`config.mk`:
```
export PLATFORM = sky130hd
export DESIGN_NAME = bus_wait_state_and_rom_prefetch
export DESIGN_NICKNAME = d
export VERILOG_FILES = /design/src/hw/rtl/bwrp_pkg.sv /design/src/hw/rtl/bus_wait_state_and_rom_prefetch.sv /design/src/hw/rtl/bwrp_access_timing.sv
export SDC_FILE = /design/constraint.sdc
export NUM_CORES = 1
export LEC_CHECK = 0
export ABC_AREA = 0
export BUFFER_PORTS_ARGS = -buffer_cell sky130_fd_sc_hd__buf_4
export CAP_MARGIN = 0
export CORE_ASPECT_RATIO = 0.75
export CORE_UTILIZATION = 23
export DETAILED_ROUTE_END_ITERATION = 10
export PLACE_DENSITY = 0.45
export SYNTH_ARGS = -nofsm -noshare
export SYNTH_HDL_FRONTEND = slang
export SYNTH_SLANG_ARGS = --single-unit
```
`constraint.sdc`:
```
create_clock -name clk -period 4.3 [get_ports clk]
set_input_delay 0.86 -clock clk [delete_from_list [all_inputs] [get_ports clk]]
set_output_delay 0.86 -clock clk [all_outputs]
set_load 0.02 [all_outputs]
```
`src/hw/rtl/bwrp_pkg.sv`:
```
package bwrp_pkg;

  localparam int PREFETCH_DEPTH = 8;
  localparam int FILL_W         = 4;
  localparam int CD_W           = 10;
  localparam int DUTY_W         = 4;
  localparam int CYC_W          = 5;
  localparam int IDLE_W         = 8;
  localparam int WC_W           = 16;
  localparam int PF_EN_BIT      = 14;

  localparam logic CMD_ACCESS = 1'b0;
  localparam logic CMD_IDLE   = 1'b1;

  localparam logic [1:0] AW_BYTE = 2'd0;
  localparam logic [1:0] AW_HALF = 2'd1;
  localparam logic [1:0] AW_WORD = 2'd2;

  // most negative countdown value, pending cycles held while the buffer is full
  localparam logic [CD_W-1:0] CD_MIN = {1'b1, {(CD_W-1){1'b0}}};

  typedef struct packed {
    logic [31:0] addr;
    logic        word;
    logic        seq;
    logic        vbusy;
  } acc_req_t;

  typedef struct packed {
    logic [CYC_W-1:0] cycles;
    logic             rom;
    logic             save;
  } acc_resp_t;

  function automatic logic [DUTY_W-1:0] first_wait(input logic [1:0] sel);
    logic [DUTY_W-1:0] w;
    unique case (sel)
      2'd0:    w = DUTY_W'(5);
      2'd1:    w = DUTY_W'(4);
      2'd2:    w = DUTY_W'(3);
      default: w = DUTY_W'(9);
    endcase
    return w;
  endfunction

  function automatic logic [1:0] rom_region(input logic [31:0] addr);
    return (addr[26:25] == 2'd3) ? 2'd2 : addr[26:25];
  endfunction

  function automatic logic [DUTY_W-1:0] seq_wait(input logic [WC_W-1:0] wc,
                                                 input logic [1:0] region);
    logic              fast;
    logic [DUTY_W-1:0] slow;
    unique case (region)
      2'd0: begin
        fast = wc[4];
        slow = DUTY_W'(3);
      end
      2'd1: begin
        fast = wc[7];
        slow = DUTY_W'(5);
      end
      default: begin
        fast = wc[10];
        slow = DUTY_W'(9);
      end
    endcase
    return fast ? DUTY_W'(2) : slow;
  endfunction

  function automatic logic [1:0] first_sel(input logic [WC_W-1:0] wc, input logic [1:0] region);
    logic [1:0] s;
    unique case (region)
      2'd0:    s = wc[3:2];
      2'd1:    s = wc[6:5];
      default: s = wc[9:8];
    endcase
    return s;
  endfunction

  function automatic logic is_rom(input logic [31:0] addr);
    return (addr[31:28] == 4'd0) && addr[27] && (addr[26:25] != 2'b11);
  endfunction

  function automatic logic is_save(input logic [31:0] addr);
    return addr[31:25] == 7'b0000111;
  endfunction

endpackage

```
`src/hw/rtl/bus_wait_state_and_rom_prefetch.sv`:
```
// channel  direction  ports
// in       input      in_valid, in_ready, in_cmd, in_address, in_access_width, in_is_write,
//                     in_code_fetch, in_sequential, in_video_busy, in_idle_cycles
// out      output     out_valid, out_ready, out_wait_cycles, out_prefetch_hit,
//                     out_buffered_count
// cfg      input      cfg_valid, cfg_ready, cfg_data
//
// an idle item with the buffer on, and a buffer hit, go on to a fill loop that adds one
// halfword per cycle while the countdown is not positive, up to 8 halfwords; the loop
// steps the countdown by the sequential wait as it fills
// rst_n is synchronous, active low; the buffer comes up stopped and empty
// a finished result waits in the output register while the next item is taken, and a
// result still held with out_ready low stalls the next item in its last step;
// in_ready is low while an item is at work, and while a config write is offered
module bus_wait_state_and_rom_prefetch (
  input  logic                           clk,
  input  logic                           rst_n,
  input  logic                           in_valid,
  output logic                           in_ready,
  input  logic                           in_cmd,
  input  logic [31:0]                    in_address,
  input  logic [1:0]                     in_access_width,
  input  logic                           in_is_write,
  input  logic                           in_code_fetch,
  input  logic                           in_sequential,
  input  logic                           in_video_busy,
  input  logic [bwrp_pkg::IDLE_W-1:0]    in_idle_cycles,
  output logic                           out_valid,
  input  logic                           out_ready,
  output logic [bwrp_pkg::CYC_W-1:0]     out_wait_cycles,
  output logic                           out_prefetch_hit,
  output logic [bwrp_pkg::FILL_W-1:0]    out_buffered_count,
  input  logic                           cfg_valid,
  output logic                           cfg_ready,
  input  logic [bwrp_pkg::WC_W-1:0]      cfg_data
);

  localparam int FillW = bwrp_pkg::FILL_W;
  localparam int CdW   = bwrp_pkg::CD_W;
  localparam int DutyW = bwrp_pkg::DUTY_W;
  localparam int CycW  = bwrp_pkg::CYC_W;
  localparam int IdleW = bwrp_pkg::IDLE_W;
  localparam logic [FillW-1:0] Depth   = FillW'(bwrp_pkg::PREFETCH_DEPTH);
  localparam logic [FillW-1:0] DepthM1 = FillW'(bwrp_pkg::PREFETCH_DEPTH - 1);

  typedef enum logic [1:0] {S_IDLE, S_EVAL, S_FILL, S_DONE} state_t;

  state_t                 state_r;
  logic [bwrp_pkg::WC_W-1:0] wc_r;
  logic                   pf_on_r;
  logic [31:0]            head_r;
  logic [FillW-1:0]       fill_r;
  logic [DutyW-1:0]       duty_r;
  logic [CdW-1:0]         cd_r;

  logic                   cmd_r;
  logic [31:0]            addr_r;
  logic                   word_r;
  logic                   half_r;
  logic                   wr_r;
  logic                   code_r;
  logic                   seq_r;
  logic                   vbusy_r;
  logic [IdleW-1:0]       idle_r;

  logic [CycW-1:0]        res_cyc_r;
  logic                   res_hit_r;

  logic                   out_valid_r;
  logic [CycW-1:0]        cyc_r;
  logic                   hit_r;
  logic [FillW-1:0]       cnt_out_r;

  bwrp_pkg::acc_req_t     req;
  bwrp_pkg::acc_resp_t    resp;

  logic [FillW-1:0]       need;
  logic                   hit;
  logic [31:0]            next_addr;
  logic [DutyW-1:0]       next_duty;
  logic [IdleW-1:0]       sub_amt;
  logic [CdW:0]           cd_sub;
  logic [CdW-1:0]         cd_sat;
  logic                   cd_le0;

  bwrp_access_timing u_timing (
    .wait_control (wc_r),
    .req          (req),
    .resp         (resp)
  );

  assign req.addr  = addr_r;
  assign req.word  = word_r;
  assign req.seq   = seq_r;
  assign req.vbusy = vbusy_r;

  assign in_ready  = (state_r == S_IDLE) && !cfg_valid;
  assign cfg_ready = (state_r == S_IDLE);

  assign out_valid          = out_valid_r;
  assign out_wait_cycles    = cyc_r;
  assign out_prefetch_hit   = hit_r;
  assign out_buffered_count = cnt_out_r;

  always_comb begin
    need      = word_r ? FillW'(2) : FillW'(1);
    hit       = code_r && pf_on_r && (head_r == addr_r) && (fill_r >= need);
    next_addr = addr_r + (word_r ? 32'd4 : (half_r ? 32'd2 : 32'd1));
    next_duty = bwrp_pkg::seq_wait(wc_r, bwrp_pkg::rom_region(next_addr));
    sub_amt   = (cmd_r == bwrp_pkg::CMD_IDLE) ? idle_r : IdleW'(1);
    cd_sub    = {cd_r[CdW-1], cd_r} - (CdW+1)'(sub_amt);
    // clamp when the difference drops below the countdown floor
    cd_sat    = (cd_sub[CdW] != cd_sub[CdW-1]) ? bwrp_pkg::CD_MIN : cd_sub[CdW-1:0];
    cd_le0    = cd_r[CdW-1] || (cd_r == '0);
  end

  always_ff @(posedge clk) begin
    if (!rst_n) begin
      state_r     <= S_IDLE;
      wc_r        <= '0;
      pf_on_r     <= 1'b0;
      head_r      <= '0;
      fill_r      <= '0;
      duty_r      <= '0;
      cd_r        <= '0;
      out_valid_r <= 1'b0;
    end else begin
      if (out_valid_r && out_ready && (state_r != S_DONE)) begin
        out_valid_r <= 1'b0;
      end
      unique case (state_r)
        S_IDLE: begin
          if (cfg_valid) begin
            wc_r <= cfg_data;
            if (pf_on_r) begin
              duty_r <= bwrp_pkg::seq_wait(cfg_data, bwrp_pkg::rom_region(head_r));
            end
            if (!cfg_data[bwrp_pkg::PF_EN_BIT]) begin
              pf_on_r <= 1'b0;
              fill_r  <= '0;
            end
          end else if (in_valid) begin
            cmd_r   <= in_cmd;
            addr_r  <= in_address;
            word_r  <= in_access_width[1];
            half_r  <= (in_access_width == bwrp_pkg::AW_HALF);
            wr_r    <= in_is_write;
            code_r  <= in_code_fetch;
            seq_r   <= in_sequential;
            vbusy_r <= in_video_busy;
            idle_r  <= in_idle_cycles;
            state_r <= S_EVAL;
          end
        end
        S_EVAL: begin
          if (cmd_r == bwrp_pkg::CMD_IDLE) begin
            res_cyc_r <= '0;
            res_hit_r <= 1'b0;
            if (pf_on_r) begin
              cd_r    <= cd_sat;
              state_r <= S_FILL;
            end else begin
              state_r <= S_DONE;
            end
          end else if (resp.rom && !wr_r && hit) begin
            res_cyc_r <= CycW'(1);
            res_hit_r <= 1'b1;
            fill_r    <= fill_r - need;
            head_r    <= head_r + (word_r ? 32'd4 : 32'd2);
            cd_r      <= cd_sat;
            state_r   <= S_FILL;
          end else begin
            res_cyc_r <= resp.cycles;
            res_hit_r <= 1'b0;
            state_r   <= S_DONE;
            if (resp.rom && !wr_r) begin
              if (code_r && wc_r[bwrp_pkg::PF_EN_BIT]) begin
                pf_on_r <= 1'b1;
                head_r  <= next_addr;
                fill_r  <= '0;
                duty_r  <= next_duty;
                cd_r    <= {{(CdW-DutyW){1'b0}}, next_duty};
              end else begin
                pf_on_r <= 1'b0;
                fill_r  <= '0;
              end
            end else if (resp.save) begin
              pf_on_r <= 1'b0;
              fill_r  <= '0;
            end
          end
        end
        S_FILL: begin
          if (cd_le0 && (fill_r < Depth)) begin
            fill_r <= fill_r + FillW'(1);
            if (fill_r < DepthM1) begin
              cd_r <= cd_r + {{(CdW-DutyW){1'b0}}, duty_r};
            end
          end else begin
            state_r <= S_DONE;
          end
        end
        S_DONE: begin
          if (!out_valid_r || out_ready) begin
            out_valid_r <= 1'b1;
            cyc_r       <= res_cyc_r;
            hit_r       <= res_hit_r;
            cnt_out_r   <= fill_r;
            state_r     <= S_IDLE;
          end
        end
        default: state_r <= S_IDLE;
      endcase
    end
  end

endmodule

```
`src/hw/rtl/bwrp_access_timing.sv`:
```
module bwrp_access_timing (
  input  logic [bwrp_pkg::WC_W-1:0] wait_control,
  input  bwrp_pkg::acc_req_t        req,
  output bwrp_pkg::acc_resp_t       resp
);

  localparam int CycW = bwrp_pkg::CYC_W;

  logic [3:0]                       top;
  logic [1:0]                       region;
  logic [bwrp_pkg::DUTY_W-1:0]      seqw;
  logic [bwrp_pkg::DUTY_W-1:0]      firstw;
  logic [CycW-1:0]                  half_c;

  always_comb begin
    top    = req.addr[27:24];
    region = bwrp_pkg::rom_region(req.addr);
    seqw   = bwrp_pkg::seq_wait(wait_control, region);
    firstw = bwrp_pkg::first_wait(bwrp_pkg::first_sel(wait_control, region));
    half_c = req.seq ? {1'b0, seqw} : {1'b0, firstw};

    resp.rom  = bwrp_pkg::is_rom(req.addr);
    resp.save = bwrp_pkg::is_save(req.addr);

    priority if (req.addr[31:14] == 18'd0) begin
      resp.cycles = CycW'(1);
    end else if (top == 4'd2) begin
      resp.cycles = req.word ? CycW'(6) : CycW'(3);
    end else if (top == 4'd3 || top == 4'd4) begin
      resp.cycles = CycW'(1);
    end else if (top == 4'd5 || top == 4'd6 || top == 4'd7) begin
      resp.cycles = (req.word ? CycW'(2) : CycW'(1)) + CycW'(req.vbusy);
    end else if (resp.rom) begin
      resp.cycles = req.word ? (half_c + {1'b0, seqw}) : half_c;
    end else if (resp.save) begin
      resp.cycles = {1'b0, bwrp_pkg::first_wait(wait_control[1:0])};
    end else begin
      resp.cycles = CycW'(1);
    end
  end

endmodule

```
Word-level counts from Yosys, hierarchy flattened
Cells that the tools add are included.

word-level totals
  logic and storage cells = 206
  output and inout port bits = 13
  flip-flop bits (word level) = 132

cells by class
  add/subtract/negate cells = 8
  bitwise gates (word level) = 2
  reduce and logical (&&, ||, !) cells = 45
  multiplexer cells = 82
  magnitude comparators = 3
  equal/unequal tests = 43

operators by type and width
  kind                                                                   count
  32-bit two-way mux                                                     3
  10-bit two-way mux                                                     8
  4-bit two-way mux                                                      18
  32-bit by 3-bit adder with 32-bit output                               2
  4-bit case mux with 3 select lines                                     3
  32-bit equality test                                                   1
  4-bit case mux with 2 select lines                                     4
  2-bit != test, second input constant                                   14
  5-bit two-way mux                                                      5
  2-bit two-way mux                                                      11
  10-bit case mux with 2 select lines                                    1
  1-bit two-way mux                                                      19
  18-bit zero test                                                       1
  6-bit AND reduction                                                    3
  4-bit by 3-bit equality test with 1-bit output, second input constant  4
  2-bit by 1-bit equality test with 1-bit output, second input constant  7
  2-bit equality test, second input constant                             7
  1-bit logical AND                                                      12
  2-bit zero test                                                        6
  4-bit != test, second input constant                                   3
  4-bit AND reduction                                                    3
  10-bit by 9-bit subtractor with 11-bit output                          1
  10-bit by 4-bit adder with 10-bit output                               1
  10-bit zero test                                                       1
  27 further kinds                                                       45

Longest topological paths before layout
  word-level depth = 15
  gate-level depth with buffers = 17
  depth with buffers taken out = 15

By module
Synthesis repeated with hierarchy kept, for this count alone.

unflattened totals
  cell total of the unflattened synthesis = 958
  area total of the unflattened synthesis = 8448.1 um^2

by module, submodules not included
  module                           cells an instance  instances  area an instance (um^2)
  bus_wait_state_and_rom_prefetch  877                1          7865.0
  bwrp_access_timing               81                 1          583.1

Worst setup path before layout
No wires, ideal clock.

  kind = reg-to-reg
  from = register cmd_r
  to = register cd_r[1]
  arrival time = 3.508 ns
  cell stages (with the launch flop) = 16
  library setup time = 0.081 ns
  path slack = 0.712 ns
  path buffers = 2
  path through = edfxtp_1 -> clkbuf_1 -> clkbuf_1 -> nand2b_1 -> ha_1 -> inv_1 -> fa_1 -> a21oi_1 -> o21ai_0 -> o211a_1 -> o41a_1 -> nor2_1 -> nor2_1 -> ha_1 -> or4b_2 -> a41oi_1

on the way
  longest elaborated chain between the ends = 7

RTL lines
  what                                           RTL line                                                                        source
  from (decl)                                    bus_wait_state_and_rom_prefetch.sv:56                                           logic cmd_r;
  from (signal assigned)                         bus_wait_state_and_rom_prefetch.sv:143                                          cmd_r <= in_cmd;
  8-bit two-way mux                              bus_wait_state_and_rom_prefetch.sv:110                                          sub_amt = (cmd_r == bwrp_pkg::CMD_IDLE) ? idle_r : IdleW'(1);
  10-bit by 9-bit subtractor with 11-bit output  bus_wait_state_and_rom_prefetch.sv:111                                          cd_sub = {cd_r[CdW-1], cd_r} - (CdW+1)'(sub_amt);
  1-bit != test                                  bus_wait_state_and_rom_prefetch.sv:113                                          cd_sat = (cd_sub[CdW] != cd_sub[CdW-1]) ? bwrp_pkg::CD_MIN : cd_sub[CdW-1:0];
  10-bit two-way mux                             bus_wait_state_and_rom_prefetch.sv:113
  10-bit two-way mux (on tied branches)          bus_wait_state_and_rom_prefetch.sv:165, bus_wait_state_and_rom_prefetch.sv:159
  10-bit two-way mux                             bus_wait_state_and_rom_prefetch.sv:156                                          if (cmd_r == bwrp_pkg::CMD_IDLE) begin
  10-bit case mux with 2 select lines            bus_wait_state_and_rom_prefetch.sv:131                                          unique case (state_r)
  to (signal assigned)                           bus_wait_state_and_rom_prefetch.sv:160                                          cd_r <= cd_sat;
  to (signal assigned)                           bus_wait_state_and_rom_prefetch.sv:170                                          cd_r <= cd_sat;
  to (signal assigned)                           bus_wait_state_and_rom_prefetch.sv:182                                          cd_r <= {{(CdW-DutyW){1'b0}}, next_duty};
  to (decl)                                      bus_wait_state_and_rom_prefetch.sv:54                                           logic [CdW-1:0] cd_r;

Several ways; a longest one is shown, not always the timed one. The select of a mux whose other input is x is not followed.
A chain may end at the register's enable or synchronous reset.

Worst setup path after layout
Same ends and word-level chain as after synthesis.

==> qor.yml <==
drv_slew: 0
clkSlewWorstSetupHoldPaths_ns: 0.06
p_sw_frac: 0.354
final_core_util: 0.287
synth_cell_types: 84
synth_flop_cell: "dfxtp_1"
drc: 0
cts_tree: "built"
power_leakage_nw: 3.62
synth-edff-count: 63
p_clk_frac: 0.336
endpoint_kind: "register"
cp.required_ns: 4.66
comb_power_share: 0.322
synth_nets: 991
track_usage: 0.148
path_buf_inv: 1
cp_slowest_stage_delay_ns: 0.70
wire_per_inst_um: 18.1
cts_root_buf: "clkbuf_16"
start_util: 0.236
ctsHoldBuffers: 0
syn_inst: 886
avgSynthCellArea_um2: 9.02
clockBufferDepth: 2
ys_seq_area_frac: 0.402
mostFrequentLayoutCell: "nand2_1"
rsz0062_at_grt: "no"
worstMarginPinSlew_ns: 1.02
grt_pass1_wl_mm: 39.7
async_reset_ff_frac: 0
ant_nets: 0
syn_to_final_growth_pct: 21.8
max_freq_mhz: 276
detailed_place_hpwl_mm: 18.7
clock-sinks: 129
first_pass_iters: 5
crit_path_cell_trace: "buf_4 -> nand2_1 -> fa_1 -> a21oi_1 -> o21ai_0 -> o211a_1 -> o41a_1 -> nor2_1 -> nor2_1 -> ha_1 -> or4b_2 -> a41oi_1"
drtIter0Drc: 590
layout-drive-gt1-share: 0.163
num_vias: 6912
fp.dieArea_mm2: 0.0355
status: "completed"
ys_ff_latch: 129
overflow: 0
final-hold-violation-count: 0
critPathMaxFanout: 17
fin_crit_sh: 0.844
die_y_um: 163
skew_ns: 0.0110
post_cts_resized: 0
grt_pass1_vias: 6458
placed_cell_area_mm2: 0.00912
coreArea_mm2: 0.0339
antenna_found_initial: 0
maxCapViolations: 0
place.gp.congestion: 0.841
min_path_type: "register to register"
ios: 81
crit_type: "register to register"
ys_warn_count: 0
insertion_delay_ns: 0.43
synth.cell_area_mm2: 0.00799
n_antenna_cell: 0
die_x_um: 217
io_buffers: 76
setup_viol: 0
fin_area_mm2: 0.00973
totalWireLength_mm: 25.7
nNetsFinal: 1061
h-tree-depth: 4
layout_common_cells: "106 x nand2_1, 99 x buf_4, 66 x dfxtp_1, 64 x a21oi_1, 63 x edfxtp_1"
rows: 58
critPathTopFamily: "compound AO/OA/AOI/OAI gates"
cts_buffers: 17
postCtsSetupBuffers: 0
cp-start-kind: "register"
power_frac_seq: 0.342
p_sw_w: 0.00161
peakVddDrop_mv: 0.277
cp_common_cell: "nor2_1"
crit_slowest_cell: "or4b_2"
cp.arrival_ns: 3.99
tns_ns: 0
powerDensity_mw_per_mm2: 468
grt_max_degree: 43
via_per_inst: 4.87
relSlewSlack: 0.320
finalCriticalPeriod_ns: 3.63
power.internal_w: 0.00294
-- state kept, by name, summed over array words and instances (netlist names), 5 cells and up --
signal           cells
wc_r                12
addr_r              32
res_cyc_r            5
out_wait_cycles      5
head_r              32
cd_r                10
idle_r               8
-- cell type report --
type                       instances  area (µm²)
timing repair buffer              99         743
inverter                          31         116
sequential                       129        3210
tap                              450         563
clock buffer                      17         425
fill                            3572       24200
clock inverter                    15         183
multi-input combinational        678        4480
-- synth_stat cells (8+ instances only) --
cell type	number	area [µm²]
nor3_1	16	80.1
dfxtp_1	66	1320
o21a_1	11	82.6
inv_1	29	109
a21o_1	9	67.6
nor3b_1	8	60.1
a21oi_1	64	320
nor4_1	22	138
ha_1	31	388
xnor2_1	21	184
and3_1	11	68.8
nand3_1	31	155
nor2b_1	11	68.8
nand2b_1	10	62.6
mux2i_1	8	80.1
a211oi_1	10	75.1
nand2_1	106	398
and2_1	10	62.6
edfxtp_1	63	1890
clkbuf_1	39	146
o21ai_0	40	200
nand4_1	19	119
nor2_1	61	229
xor2_1	46	403
-- final timing paths --
| kind | from | endpoint | slack, ns | depth (start not counted) |
|---|---|---|---|---|
| setup / recovery | cmd_r | cd_r[1] | 0.67 | 12 |
| hold / removal | res_cyc_r[1] | out_wait_cycles[1] | 0.42 | 0 |
| setup reg to reg | cmd_r | cd_r[1] | 0.67 | 12 |
| hold reg to reg | res_cyc_r[1] | out_wait_cycles[1] | 0.42 | 0 |
-- routing by layer --
metal	routed length [µm]	global-route usage	part of all wire
met5	0	0	0
met4	306	0.0410	0.012
met3	1630	0.0294	0.063
met2	10000	0.196	0.39
met1	13700	0.234	0.53
-- cell families after synthesis --
| kind of cell | after synthesis | synth area share |
|---|---|---|
| AO/OA/AOI/OAI | 225 | 0.192 |
| XOR/XNOR | 67 | 0.0735 |
| AND/OR/NAND/NOR | 339 | 0.216 |
| buffers and inverters | 79 | 0.0392 |
| adder cells (fa/ha/maj) | 37 | 0.0636 |
| multiplexers | 10 | 0.0128 |
| flip-flops | 129 | 0.402 |
-- power by group through the flow --
| stage | logic (W) | registers, W | clock network, W |
|---|---|---|---|
| finish | 0.00146 | 0.00156 | 0.00153 |
| global route | 0.00163 | 0.00157 | 0.00163 |
| CTS | 0.00146 | 0.00155 | 0.00158 |
| detailed placement | 0.00145 | 0.00158 | 0 |
| global placement | 0.00145 | 0.00158 | 0 |
| floorplan | 0.00107 | 0.00153 | 0 |
-- through the flow --
stage / power [W] / cells / hold WS, ns / setup slack (ns)
floorplan: 0.00260 / 886 / 0.400 / 0.712
global placement: 0.00303 / 1387 / 0.411 / 0.678
detailed placement: 0.00303 / 1387 / 0.405 / 0.695
CTS: 0.00459 / 1419 / 0.418 / 0.660
global route: 0.00483 / 1419 / 0.440 / 0.397
finish: 0.00455 / 1419 / 0.417 / 0.673
Note: power is estimated with default switching activity, not from simulation.
